===== src/design/lrd_pkg.sv =====
// ----------------------------------------------------------------------------
// lrd_pkg: shared types and constants for the log record deframer
// Record header layout, status codes and the byte-wise reflected CRC-32 step.
// ----------------------------------------------------------------------------
package lrd_pkg;

  localparam int          HDR_LEN      = 7;
  localparam int          HC_W         = 3;
  localparam int          STORE_WORDS  = 3;
  localparam int          STORE_IDX_W  = 2;

  localparam logic [31:0] CRC_INIT     = 32'hFFFF_FFFF;
  localparam logic [31:0] CRC_POLY     = 32'hEDB8_8320;
  localparam logic [15:0] KV_BYTES     = 16'd24;

  localparam logic [1:0]  ST_ACCEPT    = 2'd0;
  localparam logic [1:0]  ST_CLEAN     = 2'd1;
  localparam logic [1:0]  ST_TORN      = 2'd2;
  localparam logic [1:0]  ST_MISMATCH  = 2'd3;

  typedef enum logic [1:0] {
    PH_HEADER  = 2'd0,
    PH_PAYLOAD = 2'd1,
    PH_HALTED  = 2'd2
  } phase_t;

  function automatic logic [31:0] crc_byte(input logic [31:0] crc, input logic [7:0] b);
    logic [31:0] c;
    c = crc ^ {24'd0, b};
    for (int k = 0; k < 8; k++) begin
      if (c[0]) begin
        c = (c >> 1) ^ CRC_POLY;
      end else begin
        c = c >> 1;
      end
    end
    return c;
  endfunction

endpackage


===== src/design/log_record_deframer_crc32_check.sv =====
// ----------------------------------------------------------------------------
// log_record_deframer_crc32_check: log record deframer with CRC-32 check
// Splits a byte stream into records, checks each CRC and emits key/value or
// end/mismatch status.
// ----------------------------------------------------------------------------
// Output: the result of an accepted request is registered into the output register.
// Throughput: one request per cycle while in_stall is low; the byte-wise CRC step
//   and record control sit between the state registers and the output register.
// in_stall rises only while a result is held in the output register under out_stall.
// Reset (synchronous, rst_n low) clears phase, counters, CRC, offsets and out_valid;
//   the payload store is not cleared and is always filled before it is read.
module log_record_deframer_crc32_check
  import lrd_pkg::*;
#(
  parameter int OFFSET_WIDTH = 32
) (
  input  logic        clk,
  input  logic        rst_n,
  input  logic        in_valid,
  output logic        in_stall,
  input  logic        in_command,
  input  logic [7:0]  in_data_byte,
  output logic        out_valid,
  input  logic        out_stall,
  output logic [1:0]  out_status,
  output logic [63:0] out_key_high,
  output logic [63:0] out_key_low,
  output logic [63:0] out_value_word,
  output logic [31:0] out_truncate_offset
);

  phase_t                  phase_r, phase_nxt;
  logic [HC_W-1:0]         hc_r, hc_nxt;
  logic [31:0]             exp_r, exp_nxt;
  logic [15:0]             plen_r, plen_nxt;
  logic [15:0]             pcnt_r, pcnt_nxt;
  logic [31:0]             crc_r, crc_nxt;
  logic [63:0]             store_r   [STORE_WORDS];
  logic [63:0]             store_nxt [STORE_WORDS];
  logic [OFFSET_WIDTH-1:0] so_r, so_nxt;
  logic [OFFSET_WIDTH-1:0] rs_r, rs_nxt;

  logic                    accept;
  logic                    fin;
  logic [STORE_IDX_W-1:0]  widx;
  logic                    res_valid;
  logic [1:0]              res_status;
  logic [63:0]             res_kh, res_kl, res_vw;
  logic [OFFSET_WIDTH-1:0] res_off;

  logic                    out_valid_r;
  logic [1:0]              out_status_r;
  logic [63:0]             out_kh_r, out_kl_r, out_vw_r;
  logic [31:0]             out_off_r;

  assign in_stall = out_valid_r && out_stall;
  assign accept   = in_valid && !in_stall;
  assign widx     = pcnt_r[4:3];

  always_comb begin
    phase_nxt  = phase_r;
    hc_nxt     = hc_r;
    exp_nxt    = exp_r;
    plen_nxt   = plen_r;
    pcnt_nxt   = pcnt_r;
    crc_nxt    = crc_r;
    so_nxt     = so_r;
    rs_nxt     = rs_r;
    for (int w = 0; w < STORE_WORDS; w++) begin
      store_nxt[w] = store_r[w];
    end
    fin        = 1'b0;
    res_valid  = 1'b0;
    res_status = ST_CLEAN;
    res_kh     = '0;
    res_kl     = '0;
    res_vw     = '0;
    res_off    = rs_r;

    if (in_command) begin
      if (phase_r == PH_HEADER && hc_r == '0) begin
        res_valid  = 1'b1;
        res_status = ST_CLEAN;
      end else if (phase_r == PH_HEADER || phase_r == PH_PAYLOAD) begin
        res_valid  = 1'b1;
        res_status = ST_TORN;
      end
      phase_nxt = PH_HEADER;
      hc_nxt    = '0;
      exp_nxt   = '0;
      plen_nxt  = '0;
      pcnt_nxt  = '0;
      crc_nxt   = CRC_INIT;
      so_nxt    = '0;
      rs_nxt    = '0;
    end else begin
      so_nxt = so_r + OFFSET_WIDTH'(1);
      unique case (phase_r)
        PH_HEADER: begin
          if (hc_r < HC_W'(4)) begin
            exp_nxt = {exp_r[23:0], in_data_byte};
          end else begin
            if (hc_r < HC_W'(6)) begin
              plen_nxt = {plen_r[7:0], in_data_byte};
            end
            crc_nxt = crc_byte(crc_r, in_data_byte);
          end
          hc_nxt = hc_r + HC_W'(1);
          if (hc_r == HC_W'(HDR_LEN - 1)) begin
            hc_nxt    = '0;
            pcnt_nxt  = '0;
            phase_nxt = PH_PAYLOAD;
            fin       = (plen_nxt == '0);
          end
        end
        PH_PAYLOAD: begin
          if (pcnt_r < KV_BYTES) begin
            store_nxt[widx] = {store_r[widx][55:0], in_data_byte};
          end
          crc_nxt  = crc_byte(crc_r, in_data_byte);
          pcnt_nxt = pcnt_r + 16'd1;
          fin      = (pcnt_nxt == plen_r);
        end
        default: begin
        end
      endcase

      if (fin) begin
        if (~crc_nxt != exp_nxt) begin
          res_valid  = 1'b1;
          res_status = ST_MISMATCH;
          phase_nxt  = PH_HALTED;
        end else begin
          if (plen_nxt == KV_BYTES) begin
            res_valid  = 1'b1;
            res_status = ST_ACCEPT;
            res_kh     = store_nxt[0];
            res_kl     = store_nxt[1];
            res_vw     = store_nxt[2];
            res_off    = '0;
          end
          phase_nxt = PH_HEADER;
          hc_nxt    = '0;
          exp_nxt   = '0;
          plen_nxt  = '0;
          pcnt_nxt  = '0;
          crc_nxt   = CRC_INIT;
          rs_nxt    = so_nxt;
        end
      end
    end
  end

  always_ff @(posedge clk) begin
    if (!rst_n) begin
      phase_r <= PH_HEADER;
      hc_r    <= '0;
      exp_r   <= '0;
      plen_r  <= '0;
      pcnt_r  <= '0;
      crc_r   <= CRC_INIT;
      so_r    <= '0;
      rs_r    <= '0;
    end else if (accept) begin
      phase_r <= phase_nxt;
      hc_r    <= hc_nxt;
      exp_r   <= exp_nxt;
      plen_r  <= plen_nxt;
      pcnt_r  <= pcnt_nxt;
      crc_r   <= crc_nxt;
      so_r    <= so_nxt;
      rs_r    <= rs_nxt;
    end
  end

  always_ff @(posedge clk) begin
    if (accept) begin
      for (int w = 0; w < STORE_WORDS; w++) begin
        store_r[w] <= store_nxt[w];
      end
    end
  end

  always_ff @(posedge clk) begin
    if (!rst_n) begin
      out_valid_r <= 1'b0;
    end else if (accept) begin
      out_valid_r <= res_valid;
    end else if (!out_stall) begin
      out_valid_r <= 1'b0;
    end
  end

  always_ff @(posedge clk) begin
    if (accept && res_valid) begin
      out_status_r <= res_status;
      out_kh_r     <= res_kh;
      out_kl_r     <= res_kl;
      out_vw_r     <= res_vw;
      out_off_r    <= 32'(res_off);
    end
  end

  assign out_valid           = out_valid_r;
  assign out_status          = out_status_r;
  assign out_key_high        = out_kh_r;
  assign out_key_low         = out_kl_r;
  assign out_value_word      = out_vw_r;
  assign out_truncate_offset = out_off_r;

endmodule


===== config.mk =====
export PLATFORM = sky130hd
export DESIGN_NAME = log_record_deframer_crc32_check
export DESIGN_NICKNAME = d
export VERILOG_FILES = /design/src/design/lrd_pkg.sv /design/src/design/log_record_deframer_crc32_check.sv
export SDC_FILE = /design/constraint.sdc
export NUM_CORES = 1
export LEC_CHECK = 0
export BUFFER_PORTS_ARGS = -buffer_cell sky130_fd_sc_hd__buf_2
export CAP_MARGIN = 40
export CORE_AREA = 5 5 177 308
export CTS_CLUSTER_SIZE = 12
export DETAILED_ROUTE_END_ITERATION = 8
export DIE_AREA = 0 0 182 313
export PLACE_DENSITY = 0.8
export RECOVER_POWER = 50
export SLEW_MARGIN = 20
export SYNTH_ARGS = -nofsm -noshare
export SYNTH_HDL_FRONTEND = slang
export SYNTH_SLANG_ARGS = --single-unit

===== constraint.sdc =====
create_clock -name clk -period 33 [get_ports clk]
set_input_delay 4.95 -clock clk [delete_from_list [all_inputs] [get_ports clk]]
set_output_delay 4.95 -clock clk [all_outputs]
set_load 0.01 [all_outputs]

==> run metrics, run 1 <==
cell count after synthesis=2520; Seq cells post-synth=586; Synth Net Count=2537; H-tree depth=2; port bufs=240; vias per inst=6.00; clk sinks=586; hpwl dp=55800 um; vias in the first global route=20100; die footprint=0.0570 sq mm; max cap viols=8; Crit Path Max Fanout=92; CTS Buffer Depth=3; DRC=0; vias post-DR=20400; Starting DRT DRC Count=1783; root buffer cell=clkbuf_16; final design area excluding fillers=0.0311 sq mm; setup bufs post-CTS=0; share of layout cells above drive strength 1=5.91%; largest net degree at the start of global routing=93; detailed-route wire length per cell=23.6 um; Post-CTS Resized=0; Final Hold Violating Endpoints=0; CP Cell Sequence=buf_2, nand2_1, and2_1, clkbuf_1, nand2_1, clkinvlp_2, clkbuf_1, buf_4; Worst Tran Pin Value=4150 ps; Cell Area, Synth=0.0281 sq mm; Layout Cells excl Fill=3403; Clock Latency Late Sink=610 ps; Ys Warns=0; placed instance area=0.0297 sq mm; post-synthesis sequential area ratio=56.6%; Post-synth EDFFs=418; crit share post-route=41.3%; Setup Crit Path Kind=input port to register; ys async rst share=0%; die width=182 um; Fmax achieved=73.5 MHz; unrepaired setup endpoints after global routing=false; power density cells=49.6 mW/mm^2; CTS Hold Bufs=0; worst path arrival time=13840 ps; largest family of logic cells by synthesized area=simple AND/OR/NAND/NOR gates; Syn-to-layout area delta=10.4%; drt first pass iters=5; Routed Antenna Nets=0; TritonCTS Buffers=56; first-pass GRT wire length=120000 um; # IOs=241; CTS clk-pin slew, worst paths=60 ps; worst hold slack=459 ps; Initial Utilization=54.3%; Final Skew=23.9 ps; Synth Area in Simple Gates=16.2%; Synth Area in Compound Gates=11.8%; Tmin final=13610 ps; Cells after DPL=3292; gpl congestion=0.969; failing checks=max-capacitance violations, max-slew violations; Worst Hold Class=register to register; grt ovf=0; Yosys cell types=95; syn_area_per_cell=11.2 sq um; antenna violations before repair=0; mux cell area share after synthesis=3.92%; die height=313 um; CP Data Required Time=33230 ps; status=finished with violations; Slowest-stage cell, CP=clkinvlp_2; core area=0.0518 sq mm; total wire length=80500 um; Max stage delay on crit path=2650 ps; Pleak=11.1 nW; nature of the critical path startpoint=input port; Top FF cell, synth=edfxtp_1; Worst VDD drop=42.1 uV; CTS tree=yes; fin nets=2694; fin util=60.0%; flop2flop setup slack=23520 ps; kind of cell adding the most delay to the critical path=buffers and inverters; Core Rows=111; Final setup viols=0; post-synthesis adder-cell area fraction=0.178%; final setup TNS=0 ps; Pins Over Slew Limit=456; Crit. End Element=register; total track usage=27.0%; relative slew slack=-178%; XOR/XNOR Fraction of Synth Area=7.93%; Buf/Inv on CP=5
[cells by family (layout without fill, tap and decap cells)]
kind of cell	after synthesis	count (layout)
AO/OA/AOI/OAI	542	542
multiplexers	108	108
flip-flops	586	586
XOR/XNOR	177	177
other	0	1
AND/OR/NAND/NOR	903	903
buffers and inverters	200	404
adder cells (fa/ha/maj)	4	4
[worst reg2reg max path, stage by stage (launching register included)]
cell and delay, ps:
dfxtp_1 320, nand2_1 140, and2_1 140, clkbuf_1 1480, nand2_1 930, clkinvlp_2 2650, clkbuf_1 2540, buf_4 900
[stage by stage]
| step | total power [W] | worst slack (ps) |
|---|---|---|
| floorplan | 0.000918 | 15520 |
| global placement | 0.000954 | 22670 |
| detailed placement | 0.000958 | 22670 |
| CTS | 0.00155 | 22660 |
| global route | 0.00159 | 18720 |
| finish | 0.00154 | 19390 |
[area by class of cell]
cell class	count	area (sq um)
Tap cell	678	848
Inverter	18	68.8
Timing Repair Buffer	281	1320
Fill cell	4295	20700
Sequential cell	586	15900
Clock inverter	5	41.3
Multi-Input combinational cell	1734	11300
Clock buffer	100	1610
Antenna cell	1	2.50
[registers in the layout, summed over array words and instances, names as in the netlist, named ones only]
| signal | count |
|---|---|
| crc_r | 32 |
| out_valid | 1 |
| store_r | 192 |
| out_truncate_offset | 32 |
| out_value_word | 64 |
| plen_r | 16 |
| rs_r | 32 |
| so_r | 32 |
| exp_r | 32 |
| out_key_high | 64 |
| out_key_low | 64 |
| out_status | 2 |
| pcnt_r | 16 |
| phase_r | 2 |
| hc_r | 3 |
[cell usage in the layout, fill, tap and decap left out, types with 7 or more instances in the layout]
cell type / n
and2_1: 36
or4_1: 8
nand3b_1: 7
nor2b_1: 192
a22o_1: 44
o21ai_0: 222
o22a_1: 12
mux2_1: 12
a31oi_1: 7
and3_1: 15
edfxtp_1: 418
nor4_1: 14
buf_2: 13
a21oi_1: 154
dfxtp_1: 166
nor2_1: 149
nor3_1: 19
or3_1: 18
and4_1: 13
xor2_1: 58
mux2i_1: 90
a22oi_1: 11
buf_4: 24
clkbuf_16: 57
nand2_1: 319
clkbuf_1: 277
o211ai_1: 11
nor3b_1: 9
xnor3_1: 34
xnor2_1: 68
nand3_1: 43
inv_1: 14
nand4_1: 27
[path summary, 6_finish.rpt]
kind,start,end,cells after the start
worst max-delay path,out_stall,store_r[0][25],8
worst min register to register,rs_r[21],rs_r[21],2
worst max register to register,out_valid,store_r[0][25],7
worst min-delay path,rs_r[21],rs_r[21],2
[synthesized netlist by cell type (5+ instances only)]
cell type | instances | share of area (%)
a31oi_1 | 7 | 0.16
o31a_1 | 6 | 0.19
clkbuf_1 | 120 | 1.6
mux2i_1 | 90 | 3.2
and4_1 | 13 | 0.40
nor3b_1 | 9 | 0.24
xor2_1 | 58 | 1.8
or4_1 | 8 | 0.21
edfxtp_1 | 418 | 45
nand4_1 | 27 | 0.60
xnor2_4 | 5 | 0.49
o211ai_1 | 10 | 0.27
xnor3_1 | 34 | 2.7
xnor2_1 | 67 | 2.1
nand3_1 | 43 | 0.76
dfxtp_1 | 168 | 12
buf_2 | 25 | 0.44
nand3b_1 | 7 | 0.19
a21oi_1 | 153 | 2.7
or3_1 | 18 | 0.40
a22o_1 | 44 | 1.4
nor3_1 | 19 | 0.34
a21o_1 | 6 | 0.16
buf_1 | 14 | 0.19
nand2_1 | 320 | 4.3
inv_1 | 14 | 0.19
a211oi_1 | 5 | 0.13
nand2b_1 | 6 | 0.13
o22a_1 | 12 | 0.37
a22oi_1 | 11 | 0.29
o21ai_0 | 221 | 3.9
o31ai_1 | 6 | 0.16
and2_1 | 36 | 0.80
and3_1 | 15 | 0.33
mux2_2 | 17 | 0.68
o21a_1 | 5 | 0.13
buf_6 | 21 | 0.84
xnor2_2 | 7 | 0.40
nor2_1 | 151 | 2.0
nor2b_1 | 192 | 4.3
nor4_1 | 13 | 0.29
[power breakdown]
group	internal [W]	total, W	switching [W]
sequential	0.000809	0.000822	0.0000125
clock	0.000328	0.000600	0.000272
combinational	0.0000396	0.000121	0.0000818
total	0.00118	0.00154	0.000366
[routing by layer]
layer  wire [um]  up-vias  share of wire [%]  track usage [%]
li1            -     9381                  -                -
met1       28400     9958                 35             30.0
met2       42600      890                 53             49.7
met3        4550      194                5.7             3.46
met4        4960        0                6.2             14.8
met5           0        -                  0                0
Power figures use the tool's default switching activity.
==> run 2: changes to the inputs <==
- ABC_AREA: not set -> 1
- CORE_AREA: 5 5 177 308 -> 5 5 184 319
- DIE_AREA: 0 0 182 313 -> 0 0 189 324
- clock period: 33 -> 13.8 ns (I/O delays scaled with it)
==> run metrics, run 2 <==
status=finished with violations (unchanged); failing checks=max-capacitance violations, max-slew violations (unchanged); setup bufs post-CTS=0 (unchanged); Reg area=0.0159 sq mm (about the same); hpwl dp=58700 um (was 55800 um); count leader, synth=nand2_1 (was edfxtp_1); CP Cell Sequence=buf_2, nand2_1, nand2_1, clkbuf_1, nor2_4, clkbuf_2, clkbuf_1, buf_16, nand3_1, o21ai_0, nand2_1 (was buf_2, nand2_1, and2_1, clkbuf_1, nand2_1, clkinvlp_2, clkbuf_1, buf_4); drt first pass iters=6 (was 5); root buffer cell=clkbuf_16 (unchanged); vias in the first global route=23900 (was 20100); crit share post-route=70.1%; Setup Crit Path Kind=input port to register (unchanged); Final setup viols=0 (unchanged); share of layout cells above drive strength 1=7.03% (was 5.91%); CTS tree=yes (unchanged); vias per inst=5.52 (was 6.00); synth top area cells=edfxtp_1 (41%), nand2_1 (12%), dfxtp_1 (11%), inv_1 (7.4%), o21ai_0 (5.8%) (was edfxtp_1 (45%), dfxtp_1 (12%), nand2_1 (4.3%), nor2b_1 (4.3%), o21ai_0 (3.9%)); power density cells=118 mW/mm^2 (was 49.6 mW/mm^2); Ys Warns=0 (unchanged); max cap viols=6 (was 8); CP Data Required Time=14290 ps (was 33230 ps); port bufs=240 (unchanged); Crit. End Element=register (unchanged); Layout Cells excl Fill=4574 (was 3403); worst path arrival time=10170 ps (was 13840 ps); number of flip-flops in the largest register=192 (unchanged); vias post-DR=25200 (was 20400); largest net degree at the start of global routing=189 (was 93); final setup TNS=0 ps (unchanged); fin nets=3841 (was 2694); TritonCTS Buffers=56 (unchanged); core area=0.0560 sq mm (was 0.0518 sq mm); Synth Net Count=3692 (was 2537); total wire length=84800 um (was 80500 um); Initial Utilization=54.3% (about the same); H-tree depth=2 (unchanged); Slowest-stage cell, CP=clkbuf_2 (was clkinvlp_2); syn_area_per_cell=8.26 sq um (was 11.2 sq um); Starting DRT DRC Count=2404 (was 1783); relative slew slack=-219% (was -178%); CTS Buffer Depth=3 (unchanged); commonest non-fill, non-tap cell in the layout=nand2_1 (was edfxtp_1); detailed-route wire length per cell=18.5 um (was 23.6 um); Cell Area, Synth=0.0304 sq mm (was 0.0281 sq mm); Final Hold Violating Endpoints=0 (unchanged); fin util=59.3% (was 60.0%); # IOs=241 (unchanged); Setup WS pre-CTS=6600 ps (was 22670 ps); Tmin final=9670 ps; CTS Hold Bufs=0 (unchanged); clk sinks=586 (unchanged); Pins Over Slew Limit=482 (was 456); Cells after DPL=4462 (was 3292); die footprint=0.0612 sq mm (was 0.0570 sq mm); Worst VDD drop=100 uV (was 42.1 uV); total track usage=26.7% (was 27.0%); Fmax achieved=103 MHz; Core Rows=115 (was 111); Crit Path Max Fanout=188 (was 92); Seq cells post-synth=586 (unchanged); Pleak=13.8 nW (was 11.1 nW); die width=189 um (was 182 um); commonest cells after routing, fill and taps aside=nand2_1 (976), inv_1 (593), edfxtp_1 (418), o21ai_0 (352), clkbuf_1 (279) (was edfxtp_1 (418), nand2_1 (319), clkbuf_1 (277), o21ai_0 (222), nor2b_1 (192)); Syn-to-layout area delta=9.37% (was 10.4%); die height=324 um (was 313 um); Clock Latency Late Sink=620 ps (was 610 ps); cell count after synthesis=3675 (was 2520); nature of the critical path startpoint=input port (unchanged); Post-synth EDFFs=418 (unchanged); final worst slack=4130 ps (was 19390 ps); Multi-input gate area=0.0111 sq mm (was 0.0113 sq mm); gpl congestion=1.03 (was 0.969); ys async rst share=0% (unchanged); Synth top cells by count=nand2_1 (975), inv_1 (596), edfxtp_1 (418), o21ai_0 (352), nor2_1 (223) (was edfxtp_1 (418), nand2_1 (320), o21ai_0 (221), nor2b_1 (192), dfxtp_1 (168)); Yosys cell types=48 (was 95); unrepaired setup endpoints after global routing=false (unchanged); Final Skew=21.9 ps (was 23.9 ps); Post-CTS Resized=0 (unchanged); area leader, netlist=edfxtp_1 (unchanged); Worst Hold Class=register to register (unchanged); Top FF cell, synth=edfxtp_1 (unchanged); Max stage delay on crit path=3270 ps (was 2650 ps); first-pass GRT wire length=130000 um (was 120000 um); CTS clk-pin slew, worst paths=60 ps (about the same); post-synthesis sequential area ratio=52.4% (was 56.6%); Routed Antenna Nets=0 (unchanged); CP most frequent cell=nand2_1; grt ovf=0 (unchanged); Worst Tran Pin Value=4790 ps (was 4150 ps); Synth top area share=41.3% (was 44.6%); DRC=0 (unchanged); worst hold slack=462 ps (was 459 ps); fillcell total=4881 (was 4295); Top reg by flops=store_r (unchanged); antenna violations before repair=1 (was 0)
-- run 2: cell types whose count changed after synthesis, sizes merged, moves of 23 or more --
cell    previous run  this run
nand2            320       997
inv               16       618
nor2b            192         0
nor2             154       327
nand3             44       214
o21ai            226       379
mux2i             90         1
xnor2             79         2
xor2              61        10
o211ai            11        60
a22o              44         0
and2              38         0
xnor3             35         0
or2                2        25
-- run 2: per-stage QoR --
stage,power (W),instance area (sq um)
5_1_grt,0.00405,33200
3_5_place_dp,0.00247,31800
6_report,0.00391,33200
3_3_place_gp,0.00246,31700
2_1_floorplan,0.00234,30400
4_1_cts,0.00393,33500
-- run 2: worst paths after layout --
| check | startpoint | endpoint | slack [ps] | depth (start not counted) |
|---|---|---|---|---|
| setup / recovery | out_stall | crc_r[0] | 4130 | 11 |
| hold / removal | exp_r[29] | exp_r[29] | 460 | 2 |
| setup reg to reg | phase_r[0] | out_value_word[16] | 5230 | 9 |
| hold reg to reg | exp_r[29] | exp_r[29] | 460 | 2 |
-- run 2: logic make-up after synthesis --
logic type	Yosys count	share of synthesized area [%]
XOR/XNOR	12	0.346
multiplexers	1	0.0330
adder cells (fa/ha/maj)	4	0.165
flip-flops	586	52.4
AO/OA/AOI/OAI	608	10.8
buffers and inverters	800	10.9
AND/OR/NAND/NOR	1664	25.4
-- run 2: worst max-delay path, delay by kind of cell --
family | cells | cell delay (ps)
buffers and inverters | 5 | 6160
AOI/OAI and AO/OA | 1 | 110
and+or+nand+nor | 5 | 1690
-- run 2: routing by layer --
layer	up-vias	GRT usage, %	share of wire (%)
met4	0	15.1	6.2
li1	12200	-	-
met3	246	2.97	5.7
met1	11700	31.3	38
met2	1104	47.4	50
met5	-	0	0
-- run 2: area by class of cell --
| class | instances | area share, % |
|---|---|---|
| sequential | 586 | 47.9 |
| clock inverter | 6 | 0.369 |
| timing repair buffer | 272 | 3.73 |
| clock buffer | 99 | 4.76 |
| multi-input combinational | 2289 | 33.5 |
| tap | 702 | 2.64 |
| antenna | 1 | 0.00753 |
| inverter | 619 | 7.05 |
-- run 2: report_power, final --
group / total [W] / internal, W / leakage (nW) / switching [W]
sequential: 0.00200 / 0.00196 / 5.35 / 0.0000348
combinational: 0.000442 / 0.000115 / 7.67 / 0.000327
clock: 0.00147 / 0.000813 / 0.806 / 0.000658
total: 0.00391 / 0.00289 / 13.8 / 0.00102
